$ cat src/rtl/core/rrwl_pkg.sv
`default_nettype none

package rrwl_pkg;

  // Default sizing of the lock.
  localparam int THREADS_DEF    = 16;
  localparam int COUNT_BITS_DEF = 16;

  // Fixed field widths of the request and response channels.
  localparam int KIND_W = 3;
  localparam int TID_W  = 4;
  localparam int AMT_W  = 16;
  localparam int CNT_W  = 16;

  // Operation codes carried in the kind field.
  localparam logic [KIND_W-1:0] KIND_WR_ACQ = 3'd0;
  localparam logic [KIND_W-1:0] KIND_WR_REL = 3'd1;
  localparam logic [KIND_W-1:0] KIND_RD_ACQ = 3'd2;
  localparam logic [KIND_W-1:0] KIND_RD_REL = 3'd3;
  localparam logic [KIND_W-1:0] KIND_WR_TRY = 3'd4;
  localparam logic [KIND_W-1:0] KIND_RD_TRY = 3'd5;

  typedef enum logic [1:0] {
    ST_DONE     = 2'd0,
    ST_REFUSED  = 2'd1,
    ST_OVERFLOW = 2'd2,
    ST_ILLEGAL  = 2'd3
  } status_t;

  typedef enum logic {
    S_IDLE,
    S_EXEC
  } ctl_state_t;

  typedef struct packed {
    logic [KIND_W-1:0] kind;
    logic [TID_W-1:0]  thread_id;
    logic [AMT_W-1:0]  write_amount;
    logic              queued_predecessor;
    logic              head_waiter_is_writer;
  } req_t;

  typedef struct packed {
    status_t           status;
    logic              fully_free;
    logic [CNT_W-1:0]  read_count;
    logic [CNT_W-1:0]  write_count;
    logic              owner_valid;
    logic [TID_W-1:0]  owner_id;
    logic [CNT_W-1:0]  own_read_holds;
    logic [CNT_W-1:0]  own_write_holds;
  } rsp_t;

endpackage

`default_nettype wire

$ cat src/rtl/core/rrwl_if.sv
`default_nettype none

// Request channel: one lock operation per request.
interface rrwl_req_if import rrwl_pkg::*; ();
  logic              valid;
  logic              ready;
  logic [KIND_W-1:0] kind;
  logic [TID_W-1:0]  thread_id;
  logic [AMT_W-1:0]  write_amount;
  logic              queued_predecessor;
  logic              head_waiter_is_writer;

  modport source (
    output valid, kind, thread_id, write_amount, queued_predecessor,
           head_waiter_is_writer,
    input  ready
  );
  modport sink (
    input  valid, kind, thread_id, write_amount, queued_predecessor,
           head_waiter_is_writer,
    output ready
  );
endinterface

// Response channel: outcome and lock state after the request.
interface rrwl_rsp_if import rrwl_pkg::*; ();
  logic             valid;
  logic             ready;
  status_t          status;
  logic             fully_free;
  logic [CNT_W-1:0] read_count;
  logic [CNT_W-1:0] write_count;
  logic             owner_valid;
  logic [TID_W-1:0] owner_id;
  logic [CNT_W-1:0] own_read_holds;
  logic [CNT_W-1:0] own_write_holds;

  modport source (
    output valid, status, fully_free, read_count, write_count, owner_valid,
           owner_id, own_read_holds, own_write_holds,
    input  ready
  );
  modport sink (
    input  valid, status, fully_free, read_count, write_count, owner_valid,
           owner_id, own_read_holds, own_write_holds,
    output ready
  );
endinterface

// Configuration write channel for the fairness register.
interface rrwl_cfg_if import rrwl_pkg::*; ();
  logic valid;
  logic ready;
  logic data;

  modport source (output valid, data, input ready);
  modport sink (input valid, data, output ready);
endinterface

`default_nettype wire

$ cat src/rtl/core/rrwl_ram.sv
`default_nettype none

module rrwl_ram #(
  parameter int WIDTH = 16,
  parameter int DEPTH = 16
) (
  input  wire logic                     clk,
  input  wire logic                     we,
  input  wire logic [$clog2(DEPTH)-1:0] waddr,
  input  wire logic [WIDTH-1:0]         wdata,
  input  wire logic                     re,
  input  wire logic [$clog2(DEPTH)-1:0] raddr,
  output      logic [WIDTH-1:0]         rdata
);

  logic [WIDTH-1:0] mem [DEPTH];

  // Single write port, registered read port.
  always_ff @(posedge clk) begin
    if (we) begin
      mem[waddr] <= wdata;
    end
    if (re) begin
      rdata <= mem[raddr];
    end
  end

endmodule

`default_nettype wire

$ cat src/rtl/core/rrwl_exec.sv
`default_nettype none

module rrwl_exec import rrwl_pkg::*; #(
  parameter int COUNT_BITS = COUNT_BITS_DEF
) (
  input  wire req_t                  req,
  input  wire logic [TID_W-1:0]      tid,
  input  wire logic                  fair_mode,
  input  wire logic [COUNT_BITS-1:0] write_holds,
  input  wire logic [COUNT_BITS-1:0] total_read,
  input  wire logic                  owner_present,
  input  wire logic [TID_W-1:0]      owner_thread,
  input  wire logic [COUNT_BITS-1:0] own_read,
  output      logic [COUNT_BITS-1:0] write_holds_next,
  output      logic [COUNT_BITS-1:0] total_read_next,
  output      logic                  owner_present_next,
  output      logic [TID_W-1:0]      owner_thread_next,
  output      logic [COUNT_BITS-1:0] own_read_next,
  output      logic                  tbl_we,
  output      rsp_t                  rsp
);

  localparam int XW = AMT_W + 1;
  localparam logic [COUNT_BITS-1:0] MAX_HOLDS = {COUNT_BITS{1'b1}};

  logic [XW-1:0] max_x;
  logic [XW-1:0] wh_x;
  logic [XW-1:0] amt_x;
  logic [XW-1:0] sum_x;
  logic          is_owner;
  logic          wr_acq;
  logic          rd_acq;
  logic          wr_policy;
  logic          rd_policy;

  assign max_x    = XW'(MAX_HOLDS);
  assign wh_x     = XW'(write_holds);
  assign is_owner = owner_present && (owner_thread == tid);
  assign wr_acq   = (req.kind == KIND_WR_ACQ) || (req.kind == KIND_WR_TRY);
  assign rd_acq   = (req.kind == KIND_RD_ACQ) || (req.kind == KIND_RD_TRY);

  // The barging try takes one hold and ignores the queue.
  always_comb begin
    if (req.kind == KIND_WR_TRY) begin
      amt_x = XW'(1);
    end else begin
      amt_x = XW'(req.write_amount);
    end
  end

  assign sum_x = wh_x + amt_x;

  // Queue policy for blocking acquires: fair mode yields to any predecessor,
  // nonfair readers yield only to a writer at the head of the queue.
  assign wr_policy = (req.kind == KIND_WR_ACQ) && fair_mode && req.queued_predecessor;
  assign rd_policy = (req.kind == KIND_RD_ACQ) &&
                     (fair_mode ? req.queued_predecessor : req.head_waiter_is_writer);

  // Operation decode and state update.
  always_comb begin
    write_holds_next   = write_holds;
    total_read_next    = total_read;
    owner_present_next = owner_present;
    owner_thread_next  = owner_thread;
    own_read_next      = own_read;
    tbl_we             = 1'b0;
    rsp.status         = ST_REFUSED;
    rsp.fully_free     = 1'b0;

    if (wr_acq) begin
      if ((write_holds != '0) || (total_read != '0)) begin
        if ((write_holds == '0) || !is_owner) begin
          rsp.status = ST_REFUSED;
        end else if (sum_x > max_x) begin
          rsp.status = ST_OVERFLOW;
        end else begin
          write_holds_next = COUNT_BITS'(sum_x);
          rsp.status       = ST_DONE;
        end
      end else if (wr_policy) begin
        rsp.status = ST_REFUSED;
      end else if (amt_x > max_x) begin
        rsp.status = ST_OVERFLOW;
      end else begin
        if (amt_x != '0) begin
          write_holds_next   = COUNT_BITS'(amt_x);
          owner_present_next = 1'b1;
          owner_thread_next  = tid;
        end
        rsp.status = ST_DONE;
      end
    end else if (rd_acq) begin
      if ((write_holds != '0) && !is_owner) begin
        rsp.status = ST_REFUSED;
      end else if (rd_policy && (write_holds == '0) && (own_read == '0)) begin
        rsp.status = ST_REFUSED;
      end else if (total_read == MAX_HOLDS) begin
        rsp.status = ST_OVERFLOW;
      end else begin
        total_read_next = total_read + 1'b1;
        own_read_next   = own_read + 1'b1;
        tbl_we          = 1'b1;
        rsp.status      = ST_DONE;
      end
    end else if (req.kind == KIND_WR_REL) begin
      if (!is_owner || (amt_x > wh_x)) begin
        rsp.status = ST_ILLEGAL;
      end else begin
        write_holds_next = COUNT_BITS'(wh_x - amt_x);
        if (wh_x == amt_x) begin
          owner_present_next = 1'b0;
          owner_thread_next  = '0;
          rsp.fully_free     = 1'b1;
        end
        rsp.status = ST_DONE;
      end
    end else if (req.kind == KIND_RD_REL) begin
      if ((own_read == '0) || (total_read == '0)) begin
        rsp.status = ST_ILLEGAL;
      end else begin
        total_read_next = total_read - 1'b1;
        own_read_next   = own_read - 1'b1;
        tbl_we          = 1'b1;
        rsp.fully_free  = (total_read_next == '0) && (write_holds == '0);
        rsp.status      = ST_DONE;
      end
    end

    // Lock state as seen after the request.
    rsp.read_count      = CNT_W'(total_read_next);
    rsp.write_count     = CNT_W'(write_holds_next);
    rsp.owner_valid     = owner_present_next;
    rsp.owner_id        = owner_present_next ? owner_thread_next : '0;
    rsp.own_read_holds  = CNT_W'(own_read_next);
    if (owner_present_next && (owner_thread_next == tid)) begin
      rsp.own_write_holds = CNT_W'(write_holds_next);
    end else begin
      rsp.own_write_holds = '0;
    end
  end

endmodule

`default_nettype wire

$ cat src/rtl/core/reentrant_read_write_lock.sv
// A request is captured in the request register as its per-thread read-hold
// table entry is read; its result then enters the output register, held back
// only while the previous result still waits there. A new request is taken
// only after the previous one commits, set by the read and later write-back of
// that table entry. Reset: counts, owner and the fairness register clear
// synchronously; every table entry reads as zero until it is first written.
`default_nettype none

module reentrant_read_write_lock import rrwl_pkg::*; #(
  parameter int THREADS    = THREADS_DEF,
  parameter int COUNT_BITS = COUNT_BITS_DEF
) (
  input wire logic clk,
  input wire logic rst,
  rrwl_req_if.sink   req,
  rrwl_rsp_if.source rsp,
  rrwl_cfg_if.sink   cfg
);

  localparam int IDX_W = $clog2(THREADS);

  ctl_state_t            state;
  ctl_state_t            state_next;
  logic                  fair_mode;
  logic [COUNT_BITS-1:0] write_holds;
  logic [COUNT_BITS-1:0] total_read;
  logic                  owner_present;
  logic [TID_W-1:0]      owner_thread;
  logic [THREADS-1:0]    ent_valid;
  req_t                  req_q;
  logic [TID_W-1:0]      tid_q;
  logic [IDX_W-1:0]      idx_q;
  logic                  rsp_valid;
  rsp_t                  rsp_q;

  logic                  req_ready;
  logic                  accept;
  logic                  commit;
  logic [TID_W-1:0]      tid_mod;
  logic [IDX_W-1:0]      rd_idx;
  logic [COUNT_BITS-1:0] ram_rdata;
  logic [COUNT_BITS-1:0] own_read;

  logic [COUNT_BITS-1:0] write_holds_next;
  logic [COUNT_BITS-1:0] total_read_next;
  logic                  owner_present_next;
  logic [TID_W-1:0]      owner_thread_next;
  logic [COUNT_BITS-1:0] own_read_next;
  logic                  tbl_we;
  rsp_t                  rsp_calc;

  // Thread id reduced into the table range by conditional subtraction.
  always_comb begin
    int t;
    t = int'(req.thread_id);
    for (int k = TID_W - 1; k >= 0; k--) begin
      if (t >= (THREADS << k)) begin
        t = t - (THREADS << k);
      end
    end
    tid_mod = TID_W'(t);
  end

  assign rd_idx = IDX_W'(tid_mod);
  assign accept = req.valid && req_ready;

  // Next-state logic.
  always_comb begin
    state_next = state;
    case (state)
      S_IDLE: begin
        if (req.valid) begin
          state_next = S_EXEC;
        end
      end
      S_EXEC: begin
        if (!rsp_valid || rsp.ready) begin
          state_next = S_IDLE;
        end
      end
      default: state_next = S_IDLE;
    endcase
  end

  // Control outputs of the sequencer.
  always_comb begin
    req_ready = 1'b0;
    commit    = 1'b0;
    case (state)
      S_IDLE:  req_ready = 1'b1;
      S_EXEC:  commit    = !rsp_valid || rsp.ready;
      default: begin
        req_ready = 1'b0;
        commit    = 1'b0;
      end
    endcase
  end

  always_ff @(posedge clk) begin
    if (rst) begin
      state <= S_IDLE;
    end else begin
      state <= state_next;
    end
  end

  // Fairness register; always ready to take a write.
  assign cfg.ready = 1'b1;

  always_ff @(posedge clk) begin
    if (rst) begin
      fair_mode <= 1'b0;
    end else if (cfg.valid) begin
      fair_mode <= cfg.data;
    end
  end

  // Request capture.
  always_ff @(posedge clk) begin
    if (accept) begin
      req_q.kind                  <= req.kind;
      req_q.thread_id             <= req.thread_id;
      req_q.write_amount          <= req.write_amount;
      req_q.queued_predecessor    <= req.queued_predecessor;
      req_q.head_waiter_is_writer <= req.head_waiter_is_writer;
      tid_q                       <= tid_mod;
      idx_q                       <= rd_idx;
    end
  end

  // Per-thread read-hold table.
  rrwl_ram #(
    .WIDTH (COUNT_BITS),
    .DEPTH (THREADS)
  ) u_tbl (
    .clk   (clk),
    .we    (commit && tbl_we),
    .waddr (idx_q),
    .wdata (own_read_next),
    .re    (accept),
    .raddr (rd_idx),
    .rdata (ram_rdata)
  );

  assign own_read = ent_valid[idx_q] ? ram_rdata : '0;

  rrwl_exec #(
    .COUNT_BITS (COUNT_BITS)
  ) u_exec (
    .req                (req_q),
    .tid                (tid_q),
    .fair_mode          (fair_mode),
    .write_holds        (write_holds),
    .total_read         (total_read),
    .owner_present      (owner_present),
    .owner_thread       (owner_thread),
    .own_read           (own_read),
    .write_holds_next   (write_holds_next),
    .total_read_next    (total_read_next),
    .owner_present_next (owner_present_next),
    .owner_thread_next  (owner_thread_next),
    .own_read_next      (own_read_next),
    .tbl_we             (tbl_we),
    .rsp                (rsp_calc)
  );

  // Lock state and table valid bits, updated on commit.
  always_ff @(posedge clk) begin
    if (rst) begin
      write_holds   <= '0;
      total_read    <= '0;
      owner_present <= 1'b0;
      owner_thread  <= '0;
      ent_valid     <= '0;
    end else if (commit) begin
      write_holds   <= write_holds_next;
      total_read    <= total_read_next;
      owner_present <= owner_present_next;
      owner_thread  <= owner_thread_next;
      if (tbl_we) begin
        ent_valid[idx_q] <= 1'b1;
      end
    end
  end

  // Output register.
  always_ff @(posedge clk) begin
    if (rst) begin
      rsp_valid <= 1'b0;
    end else if (commit) begin
      rsp_valid <= 1'b1;
    end else if (rsp.ready) begin
      rsp_valid <= 1'b0;
    end
  end

  always_ff @(posedge clk) begin
    if (commit) begin
      rsp_q <= rsp_calc;
    end
  end

  assign req.ready           = req_ready;
  assign rsp.valid           = rsp_valid;
  assign rsp.status          = rsp_q.status;
  assign rsp.fully_free      = rsp_q.fully_free;
  assign rsp.read_count      = rsp_q.read_count;
  assign rsp.write_count     = rsp_q.write_count;
  assign rsp.owner_valid     = rsp_q.owner_valid;
  assign rsp.owner_id        = rsp_q.owner_id;
  assign rsp.own_read_holds  = rsp_q.own_read_holds;
  assign rsp.own_write_holds = rsp_q.own_write_holds;

endmodule

`default_nettype wire
$ cat src/flat_wrapper.sv
// flat-port wrapper written by rule: the top's interface ports become plain ports
module reentrant_read_write_lock_flat import rrwl_pkg::*;
#(
  parameter int THREADS    = THREADS_DEF,
  parameter int COUNT_BITS = COUNT_BITS_DEF
)
  (clk, rst, req_valid, req_kind, req_thread_id, req_write_amount, req_queued_predecessor, req_head_waiter_is_writer, req_ready, rsp_valid, rsp_status, rsp_fully_free, rsp_read_count, rsp_write_count, rsp_owner_valid, rsp_owner_id, rsp_own_read_holds, rsp_own_write_holds, rsp_ready, cfg_valid, cfg_data, cfg_ready);
  rrwl_req_if req_i ();
  rrwl_rsp_if rsp_i ();
  rrwl_cfg_if cfg_i ();
  input wire logic clk;
  input wire logic rst;
  input wire logic [$bits(req_i.valid)-1:0] req_valid;
  input wire logic [$bits(req_i.kind)-1:0] req_kind;
  input wire logic [$bits(req_i.thread_id)-1:0] req_thread_id;
  input wire logic [$bits(req_i.write_amount)-1:0] req_write_amount;
  input wire logic [$bits(req_i.queued_predecessor)-1:0] req_queued_predecessor;
  input wire logic [$bits(req_i.head_waiter_is_writer)-1:0] req_head_waiter_is_writer;
  output wire logic [$bits(req_i.ready)-1:0] req_ready;
  output wire logic [$bits(rsp_i.valid)-1:0] rsp_valid;
  output wire logic [$bits(rsp_i.status)-1:0] rsp_status;
  output wire logic [$bits(rsp_i.fully_free)-1:0] rsp_fully_free;
  output wire logic [$bits(rsp_i.read_count)-1:0] rsp_read_count;
  output wire logic [$bits(rsp_i.write_count)-1:0] rsp_write_count;
  output wire logic [$bits(rsp_i.owner_valid)-1:0] rsp_owner_valid;
  output wire logic [$bits(rsp_i.owner_id)-1:0] rsp_owner_id;
  output wire logic [$bits(rsp_i.own_read_holds)-1:0] rsp_own_read_holds;
  output wire logic [$bits(rsp_i.own_write_holds)-1:0] rsp_own_write_holds;
  input wire logic [$bits(rsp_i.ready)-1:0] rsp_ready;
  input wire logic [$bits(cfg_i.valid)-1:0] cfg_valid;
  input wire logic [$bits(cfg_i.data)-1:0] cfg_data;
  output wire logic [$bits(cfg_i.ready)-1:0] cfg_ready;
  assign req_i.valid = req_valid;
  assign req_i.kind = req_kind;
  assign req_i.thread_id = req_thread_id;
  assign req_i.write_amount = req_write_amount;
  assign req_i.queued_predecessor = req_queued_predecessor;
  assign req_i.head_waiter_is_writer = req_head_waiter_is_writer;
  assign req_ready = req_i.ready;
  assign rsp_valid = rsp_i.valid;
  assign rsp_status = rsp_i.status;
  assign rsp_fully_free = rsp_i.fully_free;
  assign rsp_read_count = rsp_i.read_count;
  assign rsp_write_count = rsp_i.write_count;
  assign rsp_owner_valid = rsp_i.owner_valid;
  assign rsp_owner_id = rsp_i.owner_id;
  assign rsp_own_read_holds = rsp_i.own_read_holds;
  assign rsp_own_write_holds = rsp_i.own_write_holds;
  assign rsp_i.ready = rsp_ready;
  assign cfg_i.valid = cfg_valid;
  assign cfg_i.data = cfg_data;
  assign cfg_ready = cfg_i.ready;
  reentrant_read_write_lock #(.THREADS(THREADS), .COUNT_BITS(COUNT_BITS)) u_core (.clk(clk), .rst(rst), .req(req_i), .rsp(rsp_i), .cfg(cfg_i));
endmodule
$ cat config.mk
export PLATFORM = sky130hd
export DESIGN_NAME = reentrant_read_write_lock_flat
export DESIGN_NICKNAME = d
export VERILOG_FILES = /design/src/rtl/core/rrwl_pkg.sv /design/src/rtl/core/rrwl_if.sv /design/src/rtl/core/rrwl_ram.sv /design/src/rtl/core/rrwl_exec.sv /design/src/rtl/core/reentrant_read_write_lock.sv /design/src/flat_wrapper.sv
export SDC_FILE = /design/constraint.sdc
export NUM_CORES = 1
export LEC_CHECK = 0
export ABC_AREA = 1
export BUFFER_PORTS_ARGS = -buffer_cell sky130_fd_sc_hd__clkbuf_2
export CAP_MARGIN = 20
export CORE_MARGIN = 2
export CORE_UTILIZATION = 56
export CTS_CLUSTER_SIZE = 8
export DETAILED_ROUTE_END_ITERATION = 16
export GPL_TIMING_DRIVEN = 0
export PLACE_DENSITY = 0.83
export SLEW_MARGIN = 0
export SYNTH_ARGS = -nofsm -noshare
export SYNTH_HDL_FRONTEND = slang
export SYNTH_SLANG_ARGS = --single-unit
$ cat constraint.sdc
create_clock -name clk -period 4.23 [get_ports clk]
set_input_delay 0.6345 -clock clk [delete_from_list [all_inputs] [get_ports clk]]
set_output_delay 0.6345 -clock clk [all_outputs]
set_load 0.01 [all_outputs]
==> reports/results.txt <==
The flow ran to the end, and the final reports show no timing, DRC or antenna violations. The number of enable flip-flop cells after synthesis was 369. The clock insertion delay at the later pin of the skew report is 0.63 ns.

The cell area after synthesis came out at 22200 µm². The category of the critical setup timing path was register to register. The highest clock frequency the design can meet is 0.237 GHz, and the final weighted congestion in routability-driven placement is 1.00. The die is 203 µm tall. The synthesized design contains 425 register bits. Detailed placement ended at an HPWL of 47600 µm. The critical path goes through nor2_2 > nand2_1 > o21ai_0 > o21ai_1 > nand2_1 > inv_2 > nand2_2 > buf_6 > nand2_1 > ha_1 > nand2_1 > nor2_4 > nand3_4 > nand4_1 > nand2_2 > nand2_2 > inv_2 > nand2_1 > nor2_4 > buf_4.

Cell repeated most along the worst path: sky130_fd_sc_hd__nand2_1. Final number of hold-violating endpoints: 0. For the max-capacitance violation count, the log shows 0. The largest single stage delay on the critical path is 0.58 ns. The kind of end point of the critical path is a register. The floorplan step defined a core boundary enclosing 38900 µm².

The clock-pin slew of the registers on the worst-case setup and hold paths came out at 0.05 ns. The first detailed-routing pass ran for 8 iterations. The number of cells on the worst reg-to-reg path is 20.

The count of input and output buffers is 104. The die covers 41300 µm². The initial antenna violation count was 1.

Static power due to leakage: 10.6 nW. Entering global routing, the biggest net connects 39 pins. The cell at the root of the clock tree was sky130_fd_sc_hd__clkbuf_16. The tools report the terminating pin of the worst hold path as u_core.req_q[0]$_DFFE_PP_. Relative to the synthesized area, the layout overhead comes to 14.7%. For this configuration, the core starts out at a cell density of 57.1%.

For this block, the routed nets add up to 67300 µm of wire. The measured slew at the worst slew-check pin works out to 0.871 ns. The highest ir drop seen on vdd is 0.592 mV, and the number of sinks on the clock net is 425. The worst hold path belongs to the class input pin to register. The design draws 10.2 mW. The first global-routing pass estimated 103000 µm of wire. The final critical path takes up 99.6% of the cycle. In the routed design, unresolved DRC markers number 0. Clock tree synthesis inserted a total of 59 buffers. The final layout net count is 2645, and the horizontal die dimension is 203 µm. After global routing the overflow that remains totals 0. The hold-fix buffer count after cts came out at 0.

106 I/O pins were placed. The worst hold path begins at req_head_waiter_is_writer. The share of layout cells above drive strength 1 works out to 12.9%.

The critical-path maximum fanout works out to 11. Once detail routing completed, the nets flagged for antenna violations numbered 0. The clock passes through at most 3 buffers. In the global route stage, overall resource usage came out at 32.6%. In the final routed layout, each cell accounts on average for 21.6 µm.

The detailed router finished its first iteration with 2316 violations. The post-synthesis average cell area is 9.30 µm². In the routed layout, each cell is associated on average with a via count of 6.04. Setup repair after global routing could not meet its margin everywhere. The slowest stage of the critical path belongs to the cell sky130_fd_sc_hd__edfxtp_1.

TritonCTS built the clock tree. The final-report max-slew violation count was 0; the maximum level of the CTS H-tree was 2. The number of buffers and inverters on the critical path is 4, and the worst hold path cell count is 1. The power per cell area is 399 nW/µm², and the post-synthesis cell count is 2389. Before CTS, the worst setup slack after placement is -0.292 ns. In this run, distinct cell masters in the synthesized netlist total 51.

The run gives 72 as the row count. The routed design could run at a clock period as short as 4.21 ns. For the worst setup path, the data required time is 4.53 ns. Summing over every cut layer, the via total after detailed routing is 18800.

Clock skew on the completed layout was measured at 0.0306 ns. For this run, the number of Yosys warnings is 0. The startpoint identified for the worst register-to-register timing path is u_core.tid_q[0]$_DFFE_PP_. Counting every net in the synthesized netlist gives 2461.

In the synthesized netlist the dominant register cell turns out to be sky130_fd_sc_hd__edfxtp_1. The number of global-route vias before repair was 18100. Headroom to the max-slew limit came out at 41.9%. For the final-layout setup total negative slack, the log shows 0 ns. Grouping stages by cell kind, the critical path spends the most delay in simple AND/OR/NAND/NOR gates. The proportion of synthesized flip-flops having asynchronous set or reset came out at 0%. The worst reg2reg path endpoint is u_core.u_tbl.mem[12][1]$_DFFE_PP_. The tools report the fraction of the yosys area taken by sequential cells as 54.9%. The least setup slack across all paths after layout is 0.0162 ns, and the number of antenna repair diodes is 0.

The arrival time reported for the critical path endpoint was 4.51 ns; the total of endpoints with negative setup slack in the final report was 0. The worst register-to-register path has a setup slack of 0.02 ns. Kind of start point of the critical path: a register.
-- flip-flops by register name (all words and copies together), names as in the netlist --
signal,cells
u_core.fair_mode,1
u_core.rsp.write_count,16
u_core.ent_valid,16
u_core.total_read,16
u_core.rsp.own_write_holds,16
u_core.state,1
u_core.rsp.fully_free,1
u_core.rsp.owner_id,4
u_core.rsp.read_count,16
u_core.owner_present,1
u_core.tid_q,4
u_core.rsp.owner_valid,1
u_core.req_q,21
u_core.rsp.status,2
u_core.rsp.valid,1
u_core.u_tbl.rdata,16
u_core.u_tbl.mem,256
u_core.owner_thread,4
u_core.write_holds,16
u_core.rsp.own_read_holds,16
-- power breakdown --
part	switching (mW)	internal [mW]	leakage, nW	total, mW
combinational	0.890	0.333	5.90	1.22
sequential	0.0600	4.64	3.89	4.70
clock	1.73	2.51	0.777	4.24
-- worst register-to-register path, stage by stage, from the launching register on --
cell and delay [ns]:
sky130_fd_sc_hd__edfxtp_1 0.58, sky130_fd_sc_hd__nor2_2 0.35, sky130_fd_sc_hd__nand2_1 0.10, sky130_fd_sc_hd__o21ai_0 0.09
sky130_fd_sc_hd__o21ai_1 0.10, sky130_fd_sc_hd__nand2_1 0.12, sky130_fd_sc_hd__inv_2 0.05, sky130_fd_sc_hd__nand2_2 0.10
sky130_fd_sc_hd__buf_6 0.16, sky130_fd_sc_hd__nand2_1 0.12, sky130_fd_sc_hd__ha_1 0.24, sky130_fd_sc_hd__nand2_1 0.17
sky130_fd_sc_hd__nor2_4 0.10, sky130_fd_sc_hd__nand3_4 0.15, sky130_fd_sc_hd__nand4_1 0.20, sky130_fd_sc_hd__nand2_2 0.17
sky130_fd_sc_hd__nand2_2 0.17, sky130_fd_sc_hd__inv_2 0.15, sky130_fd_sc_hd__nand2_1 0.20, sky130_fd_sc_hd__nor2_4 0.27
sky130_fd_sc_hd__buf_4 0.27
-- area by class of cell --
type	instances	area, µm²
sequential	425	12200
inverter	299	1160
timing repair buffer	127	840
tap	518	648
buffer	104	488
multi-input combinational	1557	8520
fill	3034	13400
clock inverter	4	76.3
clock buffer	78	1550
-- what timing repair did --
item                       CTS  global route
gates resized for setup      5            29
pin swaps                    0             7
buffers inserted             0            13
setup endpoints to repair   82           447
-- cell usage in the layout, fill, tap and decap left out, types with 14 or more instances in the layout --
cell type                   count
sky130_fd_sc_hd__nand2_1      524
sky130_fd_sc_hd__edfxtp_1     369
sky130_fd_sc_hd__inv_1        267
sky130_fd_sc_hd__o21ai_0      149
sky130_fd_sc_hd__nand3_1      144
sky130_fd_sc_hd__a21oi_1      127
sky130_fd_sc_hd__nor2_1       119
sky130_fd_sc_hd__clkbuf_2     104
sky130_fd_sc_hd__clkbuf_1      82
sky130_fd_sc_hd__o211ai_1      77
sky130_fd_sc_hd__mux2i_1       66
sky130_fd_sc_hd__clkbuf_16     59
sky130_fd_sc_hd__dfxtp_1       56
sky130_fd_sc_hd__xor2_1        42
sky130_fd_sc_hd__nand4_1       42
sky130_fd_sc_hd__ha_1          40
sky130_fd_sc_hd__nor3_1        37
sky130_fd_sc_hd__o21ai_1       32
sky130_fd_sc_hd__nand2_2       28
sky130_fd_sc_hd__o22ai_1       26
sky130_fd_sc_hd__inv_2         21
sky130_fd_sc_hd__buf_1         16
sky130_fd_sc_hd__nor2_4        14
-- cell usage after synthesis, types with 2 or more instances --
cell                       instances  area share [%]
sky130_fd_sc_hd__inv_1           276             4.7
sky130_fd_sc_hd__o21ai_0         150             3.4
sky130_fd_sc_hd__nand2_4           2            0.10
sky130_fd_sc_hd__o21ai_2           4            0.16
sky130_fd_sc_hd__a21oi_1         127             2.9
sky130_fd_sc_hd__nor4_1            6            0.17
sky130_fd_sc_hd__o21a_1            2           0.068
sky130_fd_sc_hd__mux2i_1          66             3.0
sky130_fd_sc_hd__ha_1             40             2.3
sky130_fd_sc_hd__dfxtp_1          56             5.0
sky130_fd_sc_hd__clkbuf_1         67             1.1
sky130_fd_sc_hd__buf_2            11            0.25
sky130_fd_sc_hd__nor2_2            5            0.14
sky130_fd_sc_hd__clkinv_1          2           0.034
sky130_fd_sc_hd__buf_1            17            0.29
sky130_fd_sc_hd__and2_1            2           0.056
sky130_fd_sc_hd__buf_4             4            0.14
sky130_fd_sc_hd__nand3_2           8            0.36
sky130_fd_sc_hd__a31o_2            2           0.079
sky130_fd_sc_hd__nand2_1         535             9.0
sky130_fd_sc_hd__inv_2            21            0.35
sky130_fd_sc_hd__nand4_1          42             1.2
sky130_fd_sc_hd__nor3_1           38            0.86
sky130_fd_sc_hd__o21ai_1          32            0.72
sky130_fd_sc_hd__o31ai_1           4            0.14
sky130_fd_sc_hd__o22ai_1          26            0.73
sky130_fd_sc_hd__edfxtp_1        369              50
sky130_fd_sc_hd__nor2_1          128             2.2
sky130_fd_sc_hd__xor2_1           45             1.8
sky130_fd_sc_hd__buf_6             9            0.46
sky130_fd_sc_hd__o21bai_1          9            0.30
sky130_fd_sc_hd__nand3b_1          4            0.14
sky130_fd_sc_hd__nand3_1         145             3.3
sky130_fd_sc_hd__nand2_2          17            0.48
sky130_fd_sc_hd__xnor2_1           5            0.20
sky130_fd_sc_hd__nor3_2           12            0.54
sky130_fd_sc_hd__a31oi_1           2           0.056
sky130_fd_sc_hd__or2_2             4            0.11
sky130_fd_sc_hd__o211ai_1         77             2.6
sky130_fd_sc_hd__nor2_4            7            0.35
-- per-stage QoR --
step | util, % | hold WS [ns] | instances | instance area [µm²]
after global routing | 65.5 | 0.185 | 3112 | 25500
after detailed placement | 60.6 | 0.445 | 3021 | 23600
after CTS | 64.8 | 0.166 | 3103 | 25200
after global placement | 60.1 | 0.439 | 3011 | 23400
after floorplan | - | 0.430 | 2389 | 22200
final | 65.5 | 0.189 | 3112 | 25500
-- layer usage --
layer,global-route usage [%],vias up,wire (µm)
met5,0,-,0
met4,16.3,0,3660
met3,6.26,233,7300
met2,51.3,1200,30200
met1,43.5,8813,26100
li1,-,8538,-
-- cell families (layout without fill, tap and decap cells) --
logic type / count (synthesis) / after routing / synth area share, %
AO/OA/AOI/OAI: 440 / 440 / 11.3
XOR/XNOR: 50 / 50 / 1.97
buffers and inverters: 407 / 612 / 7.31
flip-flops: 425 / 425 / 54.9
AND/OR/NAND/NOR: 959 / 959 / 19.2
other: 1 / 1 / 0.0169
multiplexers: 66 / 66 / 2.97
adder cells (fa/ha/maj): 41 / 41 / 2.34
-- how the worst max path moves through the flow --
stage	cells after the start	slack (ns)	from	endpoint
6_report	20	0.02	u_core.tid_q[0]$_DFFE_PP_	u_core.u_tbl.mem[12][1]$_DFFE_PP_
5_1_grt	20	-0.18	u_core.tid_q[0]$_DFFE_PP_	u_core.u_tbl.mem[12][6]$_DFFE_PP_
4_1_cts	19	-0.20	u_core.tid_q[0]$_DFFE_PP_	u_core.u_tbl.mem[15][5]$_DFFE_PP_
3_5_place_dp	19	-0.29	u_core.req_q[24]$_DFFE_PP_	u_core.rsp.own_write_holds[12]$_SDFFCE_PN0P_
3_3_place_gp	8	-1.45	rsp_ready	u_core.u_tbl.mem[6][7]$_DFFE_PP_
2_1_floorplan	7	0.05	rsp_ready	u_core.u_tbl.mem[5][0]$_DFFE_PP_
(Power assumes the default switching activity.)
